<file path="config.mk">
export PLATFORM = sky130hd
export DESIGN_NAME = text_encoding_detector_flat
export DESIGN_NICKNAME = d
export VERILOG_FILES = /design/src/hw/rtl/ted_pkg.sv /design/src/hw/rtl/ted_if.sv /design/src/hw/rtl/text_encoding_detector.sv /design/src/flat_wrapper.sv
export SDC_FILE = /design/constraint.sdc
export NUM_CORES = 2
export LEC_CHECK = 0
export ABC_CLOCK_PERIOD_IN_PS = 12300
export BUFFER_PORTS_ARGS = -buffer_cell sky130_fd_sc_hd__buf_2
export CAP_MARGIN = 10
export CORE_MARGIN = 1
export CORE_UTILIZATION = 50
export CTS_BUF_LIST = sky130_fd_sc_hd__clkbuf_8
export DETAILED_ROUTE_END_ITERATION = 10
export PLACE_DENSITY = 0.66
export SLEW_MARGIN = 5
export SYNTH_ARGS = -nofsm -noshare
export SYNTH_HDL_FRONTEND = slang
export SYNTH_SLANG_ARGS = --single-unit
</file>
<file path="constraint.sdc">
create_clock -name clk_i -period 12.3 [get_ports clk_i]
set_input_delay 0 -clock clk_i [delete_from_list [all_inputs] [get_ports clk_i]]
set_output_delay 0 -clock clk_i [all_outputs]
set_load 0.05 [all_outputs]
</file>
<file path="src/hw/rtl/ted_pkg.sv">
// ----------------------------------------------------------------------------
// ted_pkg
// Shared types and constants of the text encoding detector.
// ----------------------------------------------------------------------------
`timescale 1ns / 1ps

package ted_pkg;

  localparam int unsigned COUNT_WIDTH_DEF = 32;

  localparam int unsigned PCT_W     = 7;
  localparam int unsigned CFG_IDX_W = 1;

  localparam logic [PCT_W-1:0] HIGH_NULL_PCT_RST = 7'd70;
  localparam logic [PCT_W-1:0] LOW_NULL_PCT_RST  = 7'd10;

  // even or odd null count against half the length, so scale by 2 * 100
  localparam int unsigned NULL_SCALE = 200;

  localparam logic [15:0] BOM_LE      = 16'hFFFE;
  localparam logic [15:0] BOM_BE      = 16'hFEFF;
  localparam logic [15:0] BOM_U8_HEAD = 16'hEFBB;
  localparam logic [7:0]  BOM_U8_TAIL = 8'hBF;

  localparam logic [7:0] BYTE_LF = 8'h0A;
  localparam logic [7:0] BYTE_CR = 8'h0D;

  localparam logic [7:0] U8_ASCII_MAX = 8'd127;
  localparam logic [7:0] U8_LEAD2_MIN = 8'd194;
  localparam logic [7:0] U8_LEAD2_MAX = 8'd223;
  localparam logic [7:0] U8_LEAD3_MIN = 8'd224;
  localparam logic [7:0] U8_LEAD3_MAX = 8'd239;
  localparam logic [7:0] U8_LEAD4_MIN = 8'd240;
  localparam logic [7:0] U8_LEAD4_MAX = 8'd244;

  typedef enum logic [CFG_IDX_W-1:0] {
    CFG_HIGH_NULL = 1'b0,
    CFG_LOW_NULL  = 1'b1
  } cfg_idx_e;

  typedef enum logic [1:0] {
    ENC_UNKNOWN  = 2'd0,
    ENC_UTF8     = 2'd1,
    ENC_UTF16_LE = 2'd2,
    ENC_UTF16_BE = 2'd3
  } encoding_e;

  typedef enum logic [1:0] {
    U8_VALID     = 2'd0,
    U8_INVALID   = 2'd1,
    U8_ZERO_LEAD = 2'd2
  } utf8_status_e;

endpackage

</file>
<file path="src/hw/rtl/ted_if.sv">
// ----------------------------------------------------------------------------
// ted_byte_if / ted_enc_if
// Byte request channel and encoding verdict channel, valid/ready handshake.
// ----------------------------------------------------------------------------
`timescale 1ns / 1ps

interface ted_byte_if;
  logic       valid;
  logic       ready;
  logic [7:0] data_byte;
  logic       last;

  modport source (output valid, output data_byte, output last, input ready);
  modport sink   (input valid, input data_byte, input last, output ready);
endinterface

interface ted_enc_if;
  logic       valid;
  logic       ready;
  logic [1:0] encoding;

  modport source (output valid, output encoding, input ready);
  modport sink   (input valid, input encoding, output ready);
endinterface

</file>
<file path="src/hw/rtl/text_encoding_detector.sv">
// ----------------------------------------------------------------------------
// text_encoding_detector
// Streams a buffer byte by byte and gives one encoding verdict per buffer.
// ----------------------------------------------------------------------------
// Usage:
//   in_ch carries one byte request per handshake with a last flag; the byte
//   flagged last closes the buffer. out_ch carries one verdict per buffer:
//   0 unknown, 1 UTF-8, 2 UTF-16 LE, 3 UTF-16 BE.
//   The thresholds are written through cfg_we_i / cfg_idx_i / cfg_wdata_i
//   (0 high null percent, 1 low null percent) while no buffer is in flight.
// Timing:
//   one byte per cycle sustained while in_ch.ready is high. After the last byte
//   is taken, the verdict passes byte register, state update, threshold
//   products and compare into the output register, then appears on out_ch.
// Reset:
//   clears the buffer state and the pipeline, thresholds return to 70 / 10.
// Stall:
//   while a verdict waits on out_ch, bytes keep flowing; in_ch.ready drops only
//   when a closing byte waits in the byte register behind three held verdicts.
// ----------------------------------------------------------------------------
`timescale 1ns / 1ps

module text_encoding_detector
  import ted_pkg::*;
#(
  parameter int unsigned COUNT_WIDTH = COUNT_WIDTH_DEF
) (
  input  logic                 clk_i,
  input  logic                 rst_ni,
  input  logic                 cfg_we_i,
  input  logic [CFG_IDX_W-1:0] cfg_idx_i,
  input  logic [PCT_W-1:0]     cfg_wdata_i,
  ted_byte_if.sink             in_ch,
  ted_enc_if.source            out_ch
);

  localparam int unsigned CW  = COUNT_WIDTH;
  localparam int unsigned PW  = CW + PCT_W;
  localparam int unsigned SW  = CW + 8;

  localparam logic [CW-1:0] CNT_MAX = {CW{1'b1}};

  // thresholds
  logic [PCT_W-1:0] high_pct_q, low_pct_q;

  always_ff @(posedge clk_i or negedge rst_ni) begin
    if (!rst_ni) begin
      high_pct_q <= HIGH_NULL_PCT_RST;
      low_pct_q  <= LOW_NULL_PCT_RST;
    end else if (cfg_we_i) begin
      case (cfg_idx_i)
        CFG_HIGH_NULL: high_pct_q <= cfg_wdata_i;
        CFG_LOW_NULL:  low_pct_q  <= cfg_wdata_i;
        default: ;
      endcase
    end
  end

  // pipeline handshake
  logic s1_v_q, s2_v_q, s3_v_q, out_v_q;
  logic s1_last_q;
  logic out_free, s3_free, s2_free, s1_free;
  logic s3_adv, s2_adv, s1_fire, in_acc;

  assign out_free = !out_v_q || out_ch.ready;
  assign s3_adv   = s3_v_q && out_free;
  assign s3_free  = !s3_v_q || out_free;
  assign s2_adv   = s2_v_q && s3_free;
  assign s2_free  = !s2_v_q || s3_free;
  assign s1_fire  = s1_v_q && (!s1_last_q || s2_free);
  assign s1_free  = !s1_v_q || s1_fire;
  assign in_acc   = in_ch.valid && s1_free;

  assign in_ch.ready  = s1_free;
  assign out_ch.valid = out_v_q;

  // byte register
  logic [7:0] s1_byte_q;

  always_ff @(posedge clk_i or negedge rst_ni) begin
    if (!rst_ni) begin
      s1_v_q    <= 1'b0;
      s1_last_q <= 1'b0;
    end else if (s1_free) begin
      s1_v_q    <= in_ch.valid;
      s1_last_q <= in_ch.last;
    end
  end

  always_ff @(posedge clk_i) begin
    if (in_acc) begin
      s1_byte_q <= in_ch.data_byte;
    end
  end

  // buffer state
  logic [CW-1:0]  pos_q, pos_n;
  logic [15:0]    mark_q, mark_n;
  logic [1:0]     pend_q, pend_n;
  utf8_status_e   status_q, status_n;
  logic [7:0]     hold_q, hold_n;
  logic           le_q, le_n, be_q, be_n, odd_q, odd_n;
  logic [CW-1:0]  evn_q, evn_n, odn_q, odn_n;

  always_comb begin
    pos_n    = (pos_q == CNT_MAX) ? pos_q : pos_q + CW'(1);
    mark_n   = mark_q;
    pend_n   = pend_q;
    status_n = status_q;
    hold_n   = hold_q;
    le_n     = le_q;
    be_n     = be_q;
    odd_n    = odd_q;
    evn_n    = evn_q;
    odn_n    = odn_q;

    if (pos_q == CW'(0)) begin
      mark_n = {s1_byte_q, 8'h00};
    end else if (pos_q == CW'(1)) begin
      mark_n = {mark_q[15:8], s1_byte_q};
    end else if (pos_q == CW'(2) && mark_q == BOM_U8_HEAD && s1_byte_q != BOM_U8_TAIL) begin
      mark_n = 16'h0000;
    end

    // utf-8 check
    if (status_q == U8_VALID) begin
      if (pend_q != 2'd0) begin
        if (s1_byte_q[7:6] != 2'b10) begin
          status_n = U8_INVALID;
        end else begin
          pend_n = pend_q - 2'd1;
        end
      end else if (s1_byte_q == 8'h00) begin
        status_n = U8_ZERO_LEAD;
      end else if (s1_byte_q <= U8_ASCII_MAX) begin
        pend_n = 2'd0;
      end else if (s1_byte_q inside {[U8_LEAD2_MIN:U8_LEAD2_MAX]}) begin
        pend_n = 2'd1;
      end else if (s1_byte_q inside {[U8_LEAD3_MIN:U8_LEAD3_MAX]}) begin
        pend_n = 2'd2;
      end else if (s1_byte_q inside {[U8_LEAD4_MIN:U8_LEAD4_MAX]}) begin
        pend_n = 2'd3;
      end else begin
        status_n = U8_INVALID;
      end
    end

    // byte pairs and null counts
    if (!odd_q) begin
      hold_n = s1_byte_q;
      if (s1_byte_q == 8'h00 && evn_q != CNT_MAX) begin
        evn_n = evn_q + CW'(1);
      end
      odd_n = 1'b1;
    end else begin
      if (hold_q == 8'h00 && (s1_byte_q == BYTE_LF || s1_byte_q == BYTE_CR)) begin
        be_n = 1'b1;
      end else if (s1_byte_q == 8'h00 && (hold_q == BYTE_LF || hold_q == BYTE_CR)) begin
        le_n = 1'b1;
      end
      if (s1_byte_q == 8'h00 && odn_q != CNT_MAX) begin
        odn_n = odn_q + CW'(1);
      end
      odd_n = 1'b0;
    end
  end

  always_ff @(posedge clk_i or negedge rst_ni) begin
    if (!rst_ni) begin
      pos_q    <= '0;
      mark_q   <= '0;
      pend_q   <= '0;
      status_q <= U8_VALID;
      hold_q   <= '0;
      le_q     <= 1'b0;
      be_q     <= 1'b0;
      odd_q    <= 1'b0;
      evn_q    <= '0;
      odn_q    <= '0;
    end else if (s1_fire) begin
      if (s1_last_q) begin
        pos_q    <= '0;
        mark_q   <= '0;
        pend_q   <= '0;
        status_q <= U8_VALID;
        hold_q   <= '0;
        le_q     <= 1'b0;
        be_q     <= 1'b0;
        odd_q    <= 1'b0;
        evn_q    <= '0;
        odn_q    <= '0;
      end else begin
        pos_q    <= pos_n;
        mark_q   <= mark_n;
        pend_q   <= pend_n;
        status_q <= status_n;
        hold_q   <= hold_n;
        le_q     <= le_n;
        be_q     <= be_n;
        odd_q    <= odd_n;
        evn_q    <= evn_n;
        odn_q    <= odn_n;
      end
    end
  end

  // snapshot of the closed buffer
  logic [CW-1:0] s2_size_q, s2_evn_q, s2_odn_q;
  logic [15:0]   s2_mark_q;
  utf8_status_e  s2_status_q;
  logic          s2_le_q, s2_be_q;

  always_ff @(posedge clk_i or negedge rst_ni) begin
    if (!rst_ni) begin
      s2_v_q <= 1'b0;
    end else if (s2_free) begin
      s2_v_q <= s1_fire && s1_last_q;
    end
  end

  always_ff @(posedge clk_i) begin
    if (s2_free && s1_fire && s1_last_q) begin
      s2_size_q   <= pos_n;
      s2_evn_q    <= evn_n;
      s2_odn_q    <= odn_n;
      s2_mark_q   <= mark_n;
      s2_status_q <= status_n;
      s2_le_q     <= le_n;
      s2_be_q     <= be_n;
    end
  end

  // early decisions and threshold products
  logic      early_hit;
  encoding_e early_enc;

  always_comb begin
    early_hit = 1'b1;
    early_enc = ENC_UNKNOWN;
    if (s2_size_q >= CW'(2) && s2_mark_q == BOM_LE) begin
      early_enc = ENC_UTF16_LE;
    end else if (s2_size_q >= CW'(2) && s2_mark_q == BOM_BE) begin
      early_enc = ENC_UTF16_BE;
    end else if (s2_size_q >= CW'(3) && s2_mark_q == BOM_U8_HEAD) begin
      early_enc = ENC_UTF8;
    end else if (s2_status_q == U8_VALID) begin
      early_enc = ENC_UTF8;
    end else if (s2_status_q == U8_ZERO_LEAD) begin
      early_enc = ENC_UNKNOWN;
    end else if (s2_le_q && !s2_be_q) begin
      early_enc = ENC_UTF16_LE;
    end else if (s2_be_q && !s2_le_q) begin
      early_enc = ENC_UTF16_BE;
    end else begin
      early_hit = 1'b0;
    end
  end

  logic          s3_hit_q;
  encoding_e     s3_enc_q;
  logic [SW-1:0] s3_ev_q, s3_od_q;
  logic [PW-1:0] s3_lo_q, s3_hi_q;

  always_ff @(posedge clk_i or negedge rst_ni) begin
    if (!rst_ni) begin
      s3_v_q <= 1'b0;
    end else if (s3_free) begin
      s3_v_q <= s2_v_q;
    end
  end

  always_ff @(posedge clk_i) begin
    if (s2_adv) begin
      s3_hit_q <= early_hit;
      s3_enc_q <= early_enc;
      s3_ev_q  <= SW'(s2_evn_q) * SW'(NULL_SCALE);
      s3_od_q  <= SW'(s2_odn_q) * SW'(NULL_SCALE);
      s3_lo_q  <= PW'(s2_size_q) * PW'(low_pct_q);
      s3_hi_q  <= PW'(s2_size_q) * PW'(high_pct_q);
    end
  end

  // null ratio compare
  logic [SW-1:0] lo_ext, hi_ext;
  encoding_e     final_enc;

  assign lo_ext = SW'(s3_lo_q);
  assign hi_ext = SW'(s3_hi_q);

  always_comb begin
    if (s3_hit_q) begin
      final_enc = s3_enc_q;
    end else if (s3_ev_q < lo_ext && s3_od_q > hi_ext) begin
      final_enc = ENC_UTF16_LE;
    end else if (s3_od_q < lo_ext && s3_ev_q > hi_ext) begin
      final_enc = ENC_UTF16_BE;
    end else begin
      final_enc = ENC_UNKNOWN;
    end
  end

  // output register
  encoding_e out_enc_q;

  always_ff @(posedge clk_i or negedge rst_ni) begin
    if (!rst_ni) begin
      out_v_q <= 1'b0;
    end else if (s3_adv) begin
      out_v_q <= 1'b1;
    end else if (out_ch.ready) begin
      out_v_q <= 1'b0;
    end
  end

  always_ff @(posedge clk_i) begin
    if (s3_adv) begin
      out_enc_q <= final_enc;
    end
  end

  assign out_ch.encoding = out_enc_q;

`ifndef SYNTHESIS
  a_clear_after_last: assert property (@(posedge clk_i) disable iff (!rst_ni)
    (s1_fire && s1_last_q) |=> (pos_q == '0 && status_q == U8_VALID && !odd_q))
    else $error("buffer state not cleared after closing byte");

  a_parity_tracks_pos: assert property (@(posedge clk_i) disable iff (!rst_ni)
    (pos_q != CNT_MAX) |-> (odd_q == pos_q[0]))
    else $error("pair parity out of step with byte position");

  a_nulls_bounded: assert property (@(posedge clk_i) disable iff (!rst_ni)
    (evn_q <= pos_q && odn_q <= pos_q))
    else $error("null count above byte count");

  a_verdict_lands: assert property (@(posedge clk_i) disable iff (!rst_ni)
    s3_adv |=> out_v_q)
    else $error("verdict lost between compare and output register");
`endif

endmodule
</file>
<file path="src/flat_wrapper.sv">
// flat-port wrapper written by rule: the top's interface ports become plain ports
module text_encoding_detector_flat import ted_pkg::*;
#(
  parameter int unsigned COUNT_WIDTH = COUNT_WIDTH_DEF
)
  (clk_i, rst_ni, cfg_we_i, cfg_idx_i, cfg_wdata_i, in_ch_valid, in_ch_data_byte, in_ch_last, in_ch_ready, out_ch_valid, out_ch_encoding, out_ch_ready);
  ted_byte_if in_ch_i ();
  ted_enc_if out_ch_i ();
  input  logic clk_i;
  input  logic rst_ni;
  input  logic cfg_we_i;
  input  logic [CFG_IDX_W-1:0] cfg_idx_i;
  input  logic [PCT_W-1:0] cfg_wdata_i;
  input wire logic [$bits(in_ch_i.valid)-1:0] in_ch_valid;
  input wire logic [$bits(in_ch_i.data_byte)-1:0] in_ch_data_byte;
  input wire logic [$bits(in_ch_i.last)-1:0] in_ch_last;
  output wire logic [$bits(in_ch_i.ready)-1:0] in_ch_ready;
  output wire logic [$bits(out_ch_i.valid)-1:0] out_ch_valid;
  output wire logic [$bits(out_ch_i.encoding)-1:0] out_ch_encoding;
  input wire logic [$bits(out_ch_i.ready)-1:0] out_ch_ready;
  assign in_ch_i.valid = in_ch_valid;
  assign in_ch_i.data_byte = in_ch_data_byte;
  assign in_ch_i.last = in_ch_last;
  assign in_ch_ready = in_ch_i.ready;
  assign out_ch_valid = out_ch_i.valid;
  assign out_ch_encoding = out_ch_i.encoding;
  assign out_ch_i.ready = out_ch_ready;
  text_encoding_detector #(.COUNT_WIDTH(COUNT_WIDTH)) u_core (.clk_i(clk_i), .rst_ni(rst_ni), .cfg_we_i(cfg_we_i), .cfg_idx_i(cfg_idx_i), .cfg_wdata_i(cfg_wdata_i), .in_ch(in_ch_i), .out_ch(out_ch_i));
endmodule
</file>
==> out/metrics.cfg <==
[outcome]
status = finished, final reports clean

[clock_tree]
cts_resized = 0
cts_buffer_depth = 3
cts_tree = built
numCtsBuffers = 80
cts_root_buf = clkbuf_8
clk_pin_slew_ps = 60
htree_num_levels = 3
clock-sinks = 427
clock_latency_ps = 740

[floorplanning]
rows = 105
die_h_microns = 291
dieWidth_microns = 291
die_area_sq_um = 84400
io_pins = 26
coreArea_sq_um = 82200
start_util = 0.506

[grt]
grt_usage = 0.242
grt_pass1_vias = 30600
grt_pass1_wl_mm = 162
grt_antenna_before_repair = 2
grt_overflow = 0
grt_max_degree = 156

[setup_path]
crit_type = reg -> reg
critPathArrivalTime_ps = 7020
cp.required_ps = 12760
cp_max_fo = 33
crit_path_start_kind = flip-flop
cp-end-kind = flip-flop

[timing]
worst_clock_skew_ps = 59.6
max_freq_mhz = 153
fin_crit_sh = 0.533
hold_slack_ps = 116
fin_setup_tns_ps = 0
finalWorstSetupSlack_ps = 5740
tightest_slew_ps = 1120
rsz0062_at_grt = no
layout_min_cycle_time_ps = 6560
hold_viol = 0
slew_headroom = 0.250
setup_viol = 0
drv_slew = 0

[synthesis]
async_reset_ff_frac = 0.342
ys_warn_count = 0
netlist_instances = 4280
synth_edf_count = 281
syn_area_sq_um = 41600
ys_seq_area_frac = 0.291
syn_avg_cell_area_sq_um = 9.73
ys_types = 87
ys.flop_type = edfxtp_1
ys_ff_latch = 427
syn-num-nets = 5122

[route]
drtAntennaViolNets = 0
vias_per_cell = 5.54
vias = 30000
drc = 0
drt_wl_total_mm = 98.8
first_pass_iters = 5
first_iter_violations = 1795
wl_per_cell_microns = 18.3

[placement]
dp_hpwl_mm = 74.9
dp_slack_ps = 5850
place_congestion = 0.904
io_buffers = 25

[layout]
final_util = 0.543
area_growth_pct = 7.22
drive_gt1_frac = 0.0498
nNetsFinal = 5115
n_fill_cell = 7354

[power_and_ir_drop]
peakVddDrop_uv = 139
leakagePower_nw = 21.6
powerDensity_nw_per_um2 = 152

[worst_hold_path]
hold_class = in -> reg

[job]
cap_violations = 0

-- Yosys cell counts, types with 15 or more instances --
cell / n / area, sq um
mux2i_1: 15 / 150
o21ai_0: 176 / 881
o21bai_1: 22 / 165
nand3_1: 77 / 385
xnor2_1: 133 / 1160
xor2_1: 78 / 683
o211ai_1: 16 / 120
nor3_1: 41 / 205
and3_1: 39 / 244
o31ai_1: 29 / 218
o21a_1: 19 / 143
a21oi_1: 204 / 1020
inv_1: 645 / 2420
dfrtp_1: 141 / 3530
a21o_1: 109 / 818
nor2b_1: 33 / 206
a22o_1: 48 / 420
nor2_1: 140 / 526
clkbuf_1: 145 / 544
edfxtp_1: 281 / 8440
ha_1: 468 / 5860
nand2_1: 355 / 1330
nor4_1: 26 / 163
a211oi_1: 16 / 120
fa_1: 352 / 7050
nand2b_1: 17 / 106
and2_1: 356 / 2230
nand4_1: 60 / 375
mux2_2: 16 / 180
a31oi_1: 31 / 194
-- routing by layer --
metal,global-route usage,vias up,routed length [microns],part of all wire
li1,-,14400,-,-
met1,0.324,14700,44000,0.45
met2,0.386,694,44600,0.45
met3,0.0383,190,5550,0.056
met4,0.112,0,4660,0.047
met5,0,-,0,0
-- per-stage QoR --
| stage | total power (W) | cell area [sq um] | std cells |
|---|---|---|---|
| floorplan | 0.00443 | 41600 | 4280 |
| detailed placement | 0.00538 | 42600 | 5222 |
| global route | 0.00738 | 44600 | 5412 |
| CTS | 0.00685 | 44600 | 5410 |
| global placement | 0.00532 | 42600 | 5222 |
| finish | 0.00679 | 44600 | 5413 |
-- cell families after synthesis --
family	share of synthesized area
AO/OA/AOI/OAI	0.117
XOR/XNOR	0.0444
adder cells (fa/ha/maj)	0.310
buffers and inverters	0.0741
flip-flops	0.291
multiplexers	0.00793
AND/OR/NAND/NOR	0.157
-- flip-flops by register name, summed over array words and instances (netlist names), 32 cells and up --
register / cells
u_core.evn_q: 32
u_core.s2_evn_q: 32
u_core.s2_size_q: 32
u_core.s3_od_q: 37
u_core.odn_q: 32
u_core.s3_lo_q: 39
u_core.pos_q: 32
u_core.s3_hi_q: 39
u_core.s2_odn_q: 32
u_core.s3_ev_q: 37
-- placed cells by master (no fill, tap or decap), drive strengths merged, types with 10 or more instances in the layout --
cell type and n:
xnor2 133, nor2b 33, and3 39, clkbuf 83, nor2 142, or2 10
fa 352, ha 468, a21oi 204, a22o 48, a21o 109, a31oi 31
nand2b 17, dfrtp 141, nand2 355, buf 40, o211ai 16, nand3 77
o31ai 30, nor4 29, and2 359, a2111oi 13, dlygate4sd3 38, nand4 63
mux2 16, nor3 43, inv 672, edfxtp 281, o21bai 22, clkinv 32
a211oi 16, mux2i 15, xor2 78, o21ai 186, o21a 19, and4 15
-- path summary, 6_finish.rpt --
check                                                start                          endpoint  slack [ps]  cells after the start
setup / recovery           u_core.low_pct_q[5]$_DFFE_PN0P_      u_core.s3_lo_q[37]$_DFFE_PP_        5740                     17
hold / removal                              cfg_wdata_i[0]  u_core.high_pct_q[0]$_DFFE_PN0P_         120                      3
setup reg to reg           u_core.low_pct_q[5]$_DFFE_PN0P_      u_core.s3_lo_q[37]$_DFFE_PP_        5740                     17
hold reg to reg               u_core.s2_evn_q[2]$_DFFE_PP_       u_core.s3_ev_q[5]$_DFFE_PP_         500                      0
max in group asynchronous                           rst_ni      u_core.s1_last_q$_DFFE_PN0N_       11090                      4
min in group asynchronous                           rst_ni     u_core.mark_q[14]$_DFFE_PN0P_         400                      4
-- layout make-up --
cell class	count	area (sq um)	share of cell area
clock inverters	66	485	0.0109
diodes	3	7.51	0.000168
well taps	1070	1340	0.0300
flip-flops and latches	427	12100	0.271
clock buffers	83	1140	0.0256
repair buffers	78	649	0.0145
multi-input cells	3040	26500	0.593
inverters	646	2430	0.0544
-- power by group --
group | total, W | switching [W] | internal [W]
Sequential | 0.00201 | 0.000170 | 0.00184
Combinational | 0.00335 | 0.00203 | 0.00132
Clock | 0.00143 | 0.000677 | 0.000750
-- repair_timing --
item / CTS / global route
hold endpoints to repair: 178 / 0
hold buffers: 39 / 0
setup endpoints to repair: 0 / 0
buffers inserted: 0 / 0
-- worst max-delay path, cell delays in order, from the launching register on --
cell      delay [ps]
dfrtp_1         1090
and2_1           260
fa_1             450
fa_1             510
fa_1             540
inv_1             50
fa_1             520
inv_1             40
ha_1             350
a21oi_1          170
o21ai_0          140
or3_1            380
o21ai_0          380
a211oi_1         220
a41oi_1          670
o21ai_0          170
a41oi_1          290
xnor2_1           90
No activity file was read; power rests on OpenSTA's default activity.
